## src/rtl/cbim_pkg.sv

```systemverilog
// ----------------------------------------------------------------------------
// Cartridge bank and cycle IRQ mapper package
// Transaction types, address decode codes and counter constants.
// ----------------------------------------------------------------------------
package cbim_pkg;

  localparam int CHR_SLOTS  = 8;
  localparam int CHR_SLOT_W = $clog2(CHR_SLOTS);

  typedef struct packed {
    logic        mode;
    logic [15:0] address;
    logic [7:0]  data;
  } item_t;

  typedef struct packed {
    logic                  irq_line;
    logic [4:0]            prg_bank_a;
    logic [4:0]            prg_bank_b;
    logic [4:0]            prg_bank_c;
    logic [7:0]            wram_bank;
    logic                  mirror_vertical;
    logic                  chr_update;
    logic [CHR_SLOT_W-1:0] chr_slot;
    logic [7:0]            chr_bank;
  } result_t;

  // address bits 15..12
  localparam logic [3:0] RGN_LATCH0    = 4'h8;
  localparam logic [3:0] RGN_LATCH1    = 4'h9;
  localparam logic [3:0] RGN_LATCH2    = 4'hA;
  localparam logic [3:0] RGN_LATCH3    = 4'hB;
  localparam logic [3:0] RGN_IRQ_CTRL  = 4'hC;
  localparam logic [3:0] RGN_IRQ_ACK   = 4'hD;
  localparam logic [3:0] RGN_BANK_SEL  = 4'hE;
  localparam logic [3:0] RGN_BANK_DATA = 4'hF;

  // address bits 11..10 within the bank data region
  localparam logic [1:0] SUB_PRG_HI = 2'b00;
  localparam logic [1:0] SUB_NONE   = 2'b01;
  localparam logic [1:0] SUB_MIRROR = 2'b10;
  localparam logic [1:0] SUB_CHR    = 2'b11;

  // bank-control targets
  localparam logic [3:0] SEL_PRG_A = 4'd1;
  localparam logic [3:0] SEL_PRG_B = 4'd2;
  localparam logic [3:0] SEL_PRG_C = 4'd3;
  localparam logic [3:0] SEL_WRAM  = 4'd4;

  // program bank index from address bits 1..0
  localparam logic [1:0] PRG_IDX_A = 2'd0;
  localparam logic [1:0] PRG_IDX_B = 2'd1;
  localparam logic [1:0] PRG_IDX_C = 2'd2;

  localparam logic [15:0] CNT_MAX = 16'hFFFF;

endpackage

```

## src/rtl/cbim_in_stage.sv

```systemverilog
// ----------------------------------------------------------------------------
// Input register stage
// Captures one transaction and holds it until the core takes it.
// ----------------------------------------------------------------------------
module cbim_in_stage (
  input  logic           clk,
  input  logic           rst_n,
  input  logic           in_valid,
  output logic           in_ready,
  input  cbim_pkg::item_t in_item,
  output logic           s_valid,
  output cbim_pkg::item_t s_item,
  input  logic           s_take
);

  logic            vld_r;
  logic            vld_nxt;
  cbim_pkg::item_t item_r;

  assign in_ready = !vld_r || s_take;
  assign vld_nxt  = in_ready ? in_valid : vld_r;

  always_ff @(posedge clk) begin
    if (!rst_n) begin
      vld_r <= 1'b0;
    end else begin
      vld_r <= vld_nxt;
    end
  end

  always_ff @(posedge clk) begin
    if (in_ready && in_valid) begin
      item_r <= in_item;
    end
  end

  assign s_valid = vld_r;
  assign s_item  = item_r;

endmodule

```

## src/rtl/cbim_core.sv

```systemverilog
// ----------------------------------------------------------------------------
// Mapper core
// Decodes one transaction against the mapper state, updates the state and
// registers the result.
// ----------------------------------------------------------------------------
module cbim_core (
  input  logic              clk,
  input  logic              rst_n,
  input  logic              s_valid,
  input  cbim_pkg::item_t   s_item,
  output logic              s_take,
  output logic              out_valid,
  input  logic              out_ready,
  output cbim_pkg::result_t out_res
);

  logic [15:0] latch_r, latch_nxt;
  logic [15:0] cnt_r, cnt_nxt;
  logic        irq_en_r, irq_en_nxt;
  logic        irq_pend_r, irq_pend_nxt;
  logic [3:0]  bank_sel_r, bank_sel_nxt;
  logic [4:0]  prg_a_r, prg_a_nxt;
  logic [4:0]  prg_b_r, prg_b_nxt;
  logic [4:0]  prg_c_r, prg_c_nxt;
  logic [7:0]  wram_r, wram_nxt;
  logic        mirror_r, mirror_nxt;
  logic        chr_upd;
  logic [cbim_pkg::CHR_SLOT_W-1:0] chr_slot;
  logic [7:0]  chr_bank;
  logic        out_valid_r;
  cbim_pkg::result_t res_r;

  assign s_take = s_valid && (!out_valid_r || out_ready);

  always_comb begin
    latch_nxt    = latch_r;
    cnt_nxt      = cnt_r;
    irq_en_nxt   = irq_en_r;
    irq_pend_nxt = irq_pend_r;
    bank_sel_nxt = bank_sel_r;
    prg_a_nxt    = prg_a_r;
    prg_b_nxt    = prg_b_r;
    prg_c_nxt    = prg_c_r;
    wram_nxt     = wram_r;
    mirror_nxt   = mirror_r;
    chr_upd      = 1'b0;
    chr_slot     = '0;
    chr_bank     = '0;
    if (s_take) begin
      if (s_item.mode) begin
        if (irq_en_r) begin
          if (cnt_r == cbim_pkg::CNT_MAX) begin
            cnt_nxt      = latch_r;
            irq_pend_nxt = 1'b1;
          end else begin
            cnt_nxt = cnt_r + 16'd1;
          end
        end
      end else begin
        unique case (s_item.address[15:12])
          cbim_pkg::RGN_LATCH0: latch_nxt[3:0]   = s_item.data[3:0];
          cbim_pkg::RGN_LATCH1: latch_nxt[7:4]   = s_item.data[3:0];
          cbim_pkg::RGN_LATCH2: latch_nxt[11:8]  = s_item.data[3:0];
          cbim_pkg::RGN_LATCH3: latch_nxt[15:12] = s_item.data[3:0];
          cbim_pkg::RGN_IRQ_CTRL: begin
            irq_en_nxt   = |s_item.data[3:0];
            irq_pend_nxt = 1'b0;
            if (|s_item.data[3:0]) begin
              cnt_nxt = latch_r;
            end
          end
          cbim_pkg::RGN_IRQ_ACK: irq_pend_nxt = 1'b0;
          cbim_pkg::RGN_BANK_SEL: bank_sel_nxt = s_item.data[3:0];
          cbim_pkg::RGN_BANK_DATA: begin
            unique case (bank_sel_r)
              cbim_pkg::SEL_PRG_A: prg_a_nxt[3:0] = s_item.data[3:0];
              cbim_pkg::SEL_PRG_B: prg_b_nxt[3:0] = s_item.data[3:0];
              cbim_pkg::SEL_PRG_C: prg_c_nxt[3:0] = s_item.data[3:0];
              cbim_pkg::SEL_WRAM:  wram_nxt       = s_item.data;
              default: ;
            endcase
            unique case (s_item.address[11:10])
              cbim_pkg::SUB_PRG_HI: begin
                unique case (s_item.address[1:0])
                  cbim_pkg::PRG_IDX_A: prg_a_nxt[4] = s_item.data[4];
                  cbim_pkg::PRG_IDX_B: prg_b_nxt[4] = s_item.data[4];
                  cbim_pkg::PRG_IDX_C: prg_c_nxt[4] = s_item.data[4];
                  default: ;
                endcase
              end
              cbim_pkg::SUB_NONE: ;
              cbim_pkg::SUB_MIRROR: mirror_nxt = s_item.data[0];
              cbim_pkg::SUB_CHR: begin
                chr_upd  = 1'b1;
                chr_slot = s_item.address[cbim_pkg::CHR_SLOT_W-1:0];
                chr_bank = s_item.data;
              end
              default: ;
            endcase
          end
          default: ;
        endcase
      end
    end
  end

  always_ff @(posedge clk) begin
    if (!rst_n) begin
      latch_r     <= '0;
      cnt_r       <= '0;
      irq_en_r    <= 1'b0;
      irq_pend_r  <= 1'b0;
      bank_sel_r  <= '0;
      prg_a_r     <= '0;
      prg_b_r     <= '0;
      prg_c_r     <= '0;
      wram_r      <= '0;
      mirror_r    <= 1'b0;
      out_valid_r <= 1'b0;
    end else begin
      latch_r    <= latch_nxt;
      cnt_r      <= cnt_nxt;
      irq_en_r   <= irq_en_nxt;
      irq_pend_r <= irq_pend_nxt;
      bank_sel_r <= bank_sel_nxt;
      prg_a_r    <= prg_a_nxt;
      prg_b_r    <= prg_b_nxt;
      prg_c_r    <= prg_c_nxt;
      wram_r     <= wram_nxt;
      mirror_r   <= mirror_nxt;
      if (s_take) begin
        out_valid_r <= 1'b1;
      end else if (out_ready) begin
        out_valid_r <= 1'b0;
      end
    end
  end

  always_ff @(posedge clk) begin
    if (s_take) begin
      res_r.irq_line        <= irq_pend_nxt;
      res_r.prg_bank_a      <= prg_a_nxt;
      res_r.prg_bank_b      <= prg_b_nxt;
      res_r.prg_bank_c      <= prg_c_nxt;
      res_r.wram_bank       <= wram_nxt;
      res_r.mirror_vertical <= mirror_nxt;
      res_r.chr_update      <= chr_upd;
      res_r.chr_slot        <= chr_slot;
      res_r.chr_bank        <= chr_bank;
    end
  end

  assign out_valid = out_valid_r;
  assign out_res   = res_r;

endmodule

```

## src/rtl/cartridge_bank_and_cycle_irq_mapper_top.sv

```systemverilog
// ----------------------------------------------------------------------------
// Cartridge bank and cycle IRQ mapper
// Each transaction passes the input register, then the result register.
// Throughput: one transaction per cycle while out_ready stays high; a held
// result stalls the input once the input register is also full.
// The rate is set by the input register feeding the combinational decode and
// state update, which loads the result register.
// Reset: synchronous rst_n clears all mapper state and empties both stages.
// ----------------------------------------------------------------------------
module cartridge_bank_and_cycle_irq_mapper_top (
  input  logic        clk,
  input  logic        rst_n,
  input  logic        in_valid,
  output logic        in_ready,
  input  logic        in_mode,
  input  logic [15:0] in_address,
  input  logic [7:0]  in_data,
  output logic        out_valid,
  input  logic        out_ready,
  output logic        out_irq_line,
  output logic [4:0]  out_prg_bank_a,
  output logic [4:0]  out_prg_bank_b,
  output logic [4:0]  out_prg_bank_c,
  output logic [7:0]  out_wram_bank,
  output logic        out_mirror_vertical,
  output logic        out_chr_update,
  output logic [2:0]  out_chr_slot,
  output logic [7:0]  out_chr_bank
);

  cbim_pkg::item_t   in_item;
  cbim_pkg::item_t   s_item;
  cbim_pkg::result_t res;
  logic              s_valid;
  logic              s_take;

  assign in_item.mode    = in_mode;
  assign in_item.address = in_address;
  assign in_item.data    = in_data;

  cbim_in_stage u_in_stage (
    .clk      (clk),
    .rst_n    (rst_n),
    .in_valid (in_valid),
    .in_ready (in_ready),
    .in_item  (in_item),
    .s_valid  (s_valid),
    .s_item   (s_item),
    .s_take   (s_take)
  );

  cbim_core u_core (
    .clk       (clk),
    .rst_n     (rst_n),
    .s_valid   (s_valid),
    .s_item    (s_item),
    .s_take    (s_take),
    .out_valid (out_valid),
    .out_ready (out_ready),
    .out_res   (res)
  );

  assign out_irq_line        = res.irq_line;
  assign out_prg_bank_a      = res.prg_bank_a;
  assign out_prg_bank_b      = res.prg_bank_b;
  assign out_prg_bank_c      = res.prg_bank_c;
  assign out_wram_bank       = res.wram_bank;
  assign out_mirror_vertical = res.mirror_vertical;
  assign out_chr_update      = res.chr_update;
  assign out_chr_slot        = res.chr_slot;
  assign out_chr_bank        = res.chr_bank;

endmodule

```

## config.mk

```make
export PLATFORM = sky130hd
export DESIGN_NAME = cartridge_bank_and_cycle_irq_mapper_top
export DESIGN_NICKNAME = d
export VERILOG_FILES = /design/src/rtl/cbim_pkg.sv /design/src/rtl/cbim_in_stage.sv /design/src/rtl/cbim_core.sv /design/src/rtl/cartridge_bank_and_cycle_irq_mapper_top.sv
export SDC_FILE = /design/constraint.sdc
export NUM_CORES = 1
export LEC_CHECK = 0
export ABC_AREA = 1
export BUFFER_PORTS_ARGS = -buffer_cell sky130_fd_sc_hd__buf_2
export CAP_MARGIN = 10
export CORE_MARGIN = 2
export CORE_UTILIZATION = 55
export DETAILED_ROUTE_END_ITERATION = 10
export PLACE_DENSITY_LB_ADDON = 0.05
export RECOVER_POWER = 50
export SLEW_MARGIN = 0
export SYNTH_ARGS = -nofsm -noshare
export SYNTH_HDL_FRONTEND = slang
export SYNTH_HIERARCHICAL = 1
export SYNTH_SLANG_ARGS = --single-unit
```

## constraint.sdc

```tcl
create_clock -name clk -period 10.2 [get_ports clk]
set_input_delay 1.53 -clock clk [delete_from_list [all_inputs] [get_ports clk]]
set_output_delay 1.53 -clock clk [all_outputs]
set_load 0.05 [all_outputs]
```

After elaboration in Yosys (flattened, before gate mapping)
Cells that the tools add are included.
{"block": "totals", "word_cells": 110, "regBits": 126, "out_inout_bits": 39, "n_memories": 0, "input_bits": 29, "mem_bits_rw": 0, "latchBits": 0, "rom_bits": 0}
{"block": "classes", "bitwise": 3, "n_reduce_logical": 22, "n_mux": 39, "n_lt_le_gt_ge": 0, "div": 0, "add_sub_neg": 1, "n_shift": 0, "n_eq_ne": 18, "multipliers": 0}
{"op": "16-bit two-way mux", "n": 5}
{"op": "5-bit two-way mux", "n": 9}
{"op": "4-bit == test (second input constant)", "n": 8}
{"op": "8-bit two-way mux", "n": 4}
{"op": "1-bit two-way mux", "n": 18}
{"op": "3-bit AND reduction", "n": 6}
{"op": "16-bit by 1-bit adder with 16-bit output (second input constant)", "n": 1}
{"op": "16-bit == test (second input constant)", "n": 1}
{"op": "4-bit two-way mux", "n": 3}
{"op": "4-bit by 2-bit == test with 1-bit output (second input constant)", "n": 2}
{"op": "2-bit == test (second input constant)", "n": 3}
{"op": "2-bit nonzero test", "n": 3}
{"op": "4-bit by 1-bit == test with 1-bit output (second input constant)", "n": 1}
{"op": "4-bit by 3-bit == test with 1-bit output (second input constant)", "n": 1}
{"op": "2-bit logical NOT", "n": 2}
{"op": "4-bit AND reduction", "n": 1}
{"op": "2-bit OR reduction", "n": 2}
{"op": "4-bit OR reduction", "n": 1}
{"op": "1-bit inverter", "n": 3}
{"op": "3-bit OR reduction", "n": 1}
{"op": "2-bit by 1-bit == test with 1-bit output (second input constant)", "n": 1}
{"op": "1-bit logical AND", "n": 2}
{"op": "1-bit logical NOT", "n": 2}
{"op": "1-bit logical OR", "n": 2}
{"op": "2-bit by 1-bit != test with 1-bit output (second input constant)", "n": 1}

Longest topological paths before layout
{"block": "logic_depth", "word_depth": 6, "depth_mapped": 12, "ltp_nobuf": 12}

Modules after synthesis
Netlist, hierarchy kept.
{"mod": "cbim_core", "n_inst": 1, "area_each_um2": 4345.4, "seq_area_each_um2": 2372.3, "cells_each": 536}
{"mod": "cbim_in_stage", "n_inst": 1, "area_each_um2": 802.0, "seq_area_each_um2": 770.7, "cells_each": 32}

Worst setup path before layout
No wires, ideal clock.
{"block": "synth_timing", "kind": "input port to output port", "from": "in out_ready", "to": "out in_ready", "setup_slack_ns": 5.776, "required_time_ns": 8.670, "cell_stages": 6, "t_arrival_ns": 2.894, "path_buffers": 0, "cell_sequence": "inv_1 nand2_1 nand2_1 inv_1 inv_2 nand2_2"}
{"block": "synth_between", "elab_chain_cells": 3}
{"element": "start, declared", "line_no": "cartridge_bank_and_cycle_irq_mapper_top.sv:19", "rtl": "input logic out_ready,"}
{"element": "1-bit logical OR", "line_no": "cbim_core.sv:33", "rtl": "assign s_take = s_valid && (!out_valid_r || out_ready);"}
{"element": "1-bit logical AND", "line_no": "cbim_core.sv:33"}
{"element": "via s_take", "line_no": "cartridge_bank_and_cycle_irq_mapper_top.sv:35", "rtl": "logic s_take;"}
{"element": "1-bit logical OR", "line_no": "cbim_in_stage.sv:20", "rtl": "assign in_ready = !vld_r || s_take;"}
{"element": "end, declared", "line_no": "cartridge_bank_and_cycle_irq_mapper_top.sv:14", "rtl": "output logic in_ready,"}
The timed path passes the listed nets, and every way through them passes these cells.

Final worst setup path
{"block": "layout_timing", "from": "in out_ready", "to": "reg u_core.res_r (netlist bit u_core/out_res[17]), data pin"}
{"block": "layout_between", "elab_chain_cells": 3}
{"element": "1-bit logical OR", "line_no": "cbim_core.sv:33"}
{"element": "1-bit logical AND", "line_no": "cbim_core.sv:33"}
{"element": "via s_take", "line_no": "cartridge_bank_and_cycle_irq_mapper_top.sv:35"}
{"element": "8-bit two-way mux", "line_no": "cbim_core.sv:49", "rtl": "if (s_take) begin"}
{"element": "via u_core.wram_nxt[4]", "line_no": "cbim_core.sv:25", "rtl": "logic [7:0] wram_r, wram_nxt;"}
{"element": "end, declared", "line_no": "cbim_core.sv:31", "rtl": "cbim_pkg::result_t res_r;"}
The timed path passes the listed nets, and every way through them passes these cells.
A chain may end at the register's enable or synchronous reset.

==> run_summary.xml <==
<?xml version="1.0" encoding="UTF-8"?>
<metrics>
  <group name="yosys">
    <metric name="syn_area_per_cell" unit="µm²">8.80</metric>
    <metric name="yosys_warnings" unit="">6</metric>
    <metric name="mappedNetlistNets" unit="">591</metric>
    <metric name="post_synthesis_cell_count" unit="">561</metric>
    <metric name="post_synth_instance_area" unit="µm²">4940</metric>
  </group>
  <group name="timing">
    <metric name="slew_headroom" unit="">-0.563</metric>
    <metric name="finalMaxSlewViolations" unit="">41</metric>
    <metric name="finalHoldViolations" unit="">0</metric>
    <metric name="final.min_clock_period" unit="ps">4380</metric>
    <metric name="final.period_utilization" unit="">0.429</metric>
    <metric name="final.setup.tns" unit="ps">0</metric>
    <metric name="timing.fmax" unit="GHz">0.228</metric>
    <metric name="max_slew.worst_pin.slew" unit="ps">2340</metric>
    <metric name="worst_clock_skew" unit="ps">7.95</metric>
    <metric name="setup_viol" unit="">0</metric>
    <metric name="setup_repair_after_global_routing_missed_its_margin" unit="">no</metric>
  </group>
  <group name="global_route">
    <metric name="antenna_found_initial" unit="">0</metric>
    <metric name="grtUsageTotal" unit="">0.220</metric>
    <metric name="largest_net_degree_at_the_start_of_global_routing" unit="">41</metric>
    <metric name="grt_pass1_wl" unit="µm">16700</metric>
    <metric name="globalRouteOverflowTotal" unit="">0</metric>
    <metric name="via_count_of_the_first_global_routing_pass" unit="">3536</metric>
  </group>
  <group name="critical_path">
    <metric name="critical-path-top-cell-by-count" unit="">inv_1</metric>
    <metric name="element_type_at_the_critical_path_end" unit="">flop</metric>
    <metric name="crit_chain" unit="">buf_2, inv_1, nand2_1, nand2_1, inv_1, clkbuf_1, nand3_2, o21ai_1, inv_1</metric>
    <metric name="critical_path.max_stage_delay" unit="ps">1660</metric>
    <metric name="cp_class" unit="">in2reg</metric>
    <metric name="crit_arrival" unit="ps">4630</metric>
    <metric name="timing.critical_path.from_type" unit="">primary input</metric>
    <metric name="required" unit="ps">10450</metric>
    <metric name="slowest_stage" unit="">clkbuf_1</metric>
    <metric name="critPathMaxFanout" unit="">40</metric>
  </group>
  <group name="clock_network">
    <metric name="clock_tree_from_tritoncts" unit="">done</metric>
    <metric name="cts_htree_levels" unit="">4</metric>
    <metric name="cts-buffers-inserted" unit="">17</metric>
    <metric name="clock_insertion_delay_worst_skew" unit="ps">510</metric>
    <metric name="cts.hold.buffers_added" unit="">0</metric>
    <metric name="clock_tree.buffer_depth" unit="">2</metric>
    <metric name="clock_edge_transition_at_the_registers_on_the_reported_setup_and_hold_paths" unit="ps">60</metric>
    <metric name="post_cts.repair.setup_buffers" unit="">0</metric>
    <metric name="clock-sinks" unit="">119</metric>
    <metric name="post_cts.resized_instances" unit="">0</metric>
    <metric name="root_buffer" unit="">clkbuf_8</metric>
  </group>
  <group name="pwr">
    <metric name="worst_ir_drop_vdd" unit="mV">0.129</metric>
    <metric name="power_density_cells" unit="nW/µm²">198</metric>
    <metric name="power.static_leakage" unit="nW">2.56</metric>
  </group>
  <group name="outcome">
    <metric name="violations_in_the_final_reports" unit="">capacitance limit, slew limit</metric>
    <metric name="run_status" unit="">finished, violations left</metric>
  </group>
  <group name="die">
    <metric name="dieHeight" unit="µm">98.7</metric>
    <metric name="core_area" unit="µm²">8720</metric>
    <metric name="initial_core_util" unit="">0.566</metric>
    <metric name="die_outline_area" unit="µm²">9750</metric>
    <metric name="rows" unit="">34</metric>
    <metric name="die_width" unit="µm">98.7</metric>
    <metric name="top_level_pins" unit="">68</metric>
  </group>
  <group name="route">
    <metric name="drt-vias-per-instance" unit="">5.11</metric>
    <metric name="avgRoutedWirePerCell" unit="µm">13.5</metric>
    <metric name="detail_route.wirelength" unit="µm">10100</metric>
    <metric name="route.layer.met1.wl" unit="µm">4570</metric>
    <metric name="drc" unit="">0</metric>
    <metric name="number_of_vias_after_detailed_routing" unit="">3824</metric>
    <metric name="first_iter_violations" unit="">201</metric>
    <metric name="postRouteAntennaNets" unit="">0</metric>
    <metric name="met2RoutedLength" unit="µm">4700</metric>
    <metric name="drt_pre_antenna_iters" unit="">5</metric>
    <metric name="dr_wl_met3" unit="µm">691</metric>
    <metric name="top_layer_used" unit="">met4</metric>
  </group>
  <group name="finish">
    <metric name="nNetsFinal" unit="">658</metric>
    <metric name="antenna-diode-count" unit="">0</metric>
    <metric name="filler_cell_count_in_the_final_layout" unit="">714</metric>
    <metric name="share_of_post_route_cells_with_drive_strength_above_1" unit="">0.109</metric>
    <metric name="finalNonFillerCells" unit="">749</metric>
    <metric name="synthesis_to_finish_area_growth" unit="%">17.5</metric>
  </group>
  <group name="place">
    <metric name="detailed_place_hpwl" unit="µm">6620</metric>
    <metric name="placedCellCount" unit="">717</metric>
    <metric name="final_replace_weighted_congestion" unit="">0.792</metric>
    <metric name="io_buffers" unit="">60</metric>
  </group>
  <group name="min_path">
    <metric name="worst_hold_path_type" unit="">reg2reg</metric>
  </group>
  <group name="job">
    <metric name="max_cap_violation_count" unit="">1</metric>
  </group>
</metrics>
-- where the power goes --
| part | internal, mW | switching [mW] |
|---|---|---|
| clock network | 0.332 | 0.216 |
| logic | 0.0135 | 0.0606 |
| registers | 0.516 | 0.0103 |
-- layout by cell type, fill, tap and decap left out, types with 4 or more instances in the layout --
cell type,instances
dfxtp_1,64
nand3_1,25
nand2_1,101
clkbuf_16,16
nor3_1,6
nor2_1,65
xor2_1,4
o21ai_1,8
nand4_1,9
clkbuf_1,34
o21ai_0,45
a21oi_1,41
inv_1,105
buf_2,29
inv_6,4
edfxtp_1,55
-- critical path, delay by kind of cell --
family | cells | cell delay, ps
compound gates | 1 | 350
buf+inv | 5 | 1940
simple gates | 3 | 790
-- flip-flops by register name (all words and copies together) (netlist names) --
name / cells
u_core/bank_sel_r: 4
u_core/cnt_r: 16
u_core/irq_en_r: 1
u_core/irq_pend_r: 1
u_core/latch_r: 16
u_core/mirror_r: 1
u_core/out_res: 37
u_core/out_valid: 1
u_core/prg_a_r: 5
u_core/prg_b_r: 5
u_core/prg_c_r: 5
u_core/wram_r: 8
u_in_stage/s_item: 18
u_in_stage/s_valid: 1
-- metrics by stage --
stage / power, mW / hold WS, ps / util / area (µm²) / worst slack [ps]
after detailed placement: 0.613 / 461 / 0.608 / 5310 / 6390
after global routing: 1.19 / 515 / 0.665 / 5800 / 5440
after floorplan: 0.591 / 444 / - / 4940 / 5780
final: 1.15 / 478 / 0.665 / 5800 / 5820
after CTS: 1.16 / 470 / 0.672 / 5860 / 6370
after global placement: 0.612 / 454 / 0.608 / 5310 / 6390
-- path summary, 6_finish.rpt --
kind                             start              endpoint  slack, ps  depth (start not counted)
setup / recovery             out_ready    u_core/out_res[17]       5820                          9
hold / removal    u_core/bank_sel_r[3]  u_core/bank_sel_r[3]        480                          2
setup reg to reg    u_in_stage/s_valid    u_core/out_res[17]       6590                          6
hold reg to reg   u_core/bank_sel_r[3]  u_core/bank_sel_r[3]        480                          2
-- area by class of cell --
| class | count | area (µm²) | share of cell area |
|---|---|---|---|
| Timing Repair Buffer | 62 | 269 | 0.0464 |
| Inverter | 106 | 398 | 0.0686 |
| Clock buffer | 19 | 432 | 0.0744 |
| Clock inverter | 13 | 123 | 0.0211 |
| Multi-Input combinational cell | 322 | 1510 | 0.261 |
| Sequential cell | 119 | 2930 | 0.505 |
| Tap cell | 108 | 135 | 0.0233 |
-- per-layer routing --
layer	vias to the layer above	GRT usage
met5	-	0
met4	0	0.0801
met3	10	0.0525
met2	131	0.337
met1	1751	0.307
li1	1932	-
No activity file was read; power rests on OpenSTA's default activity.
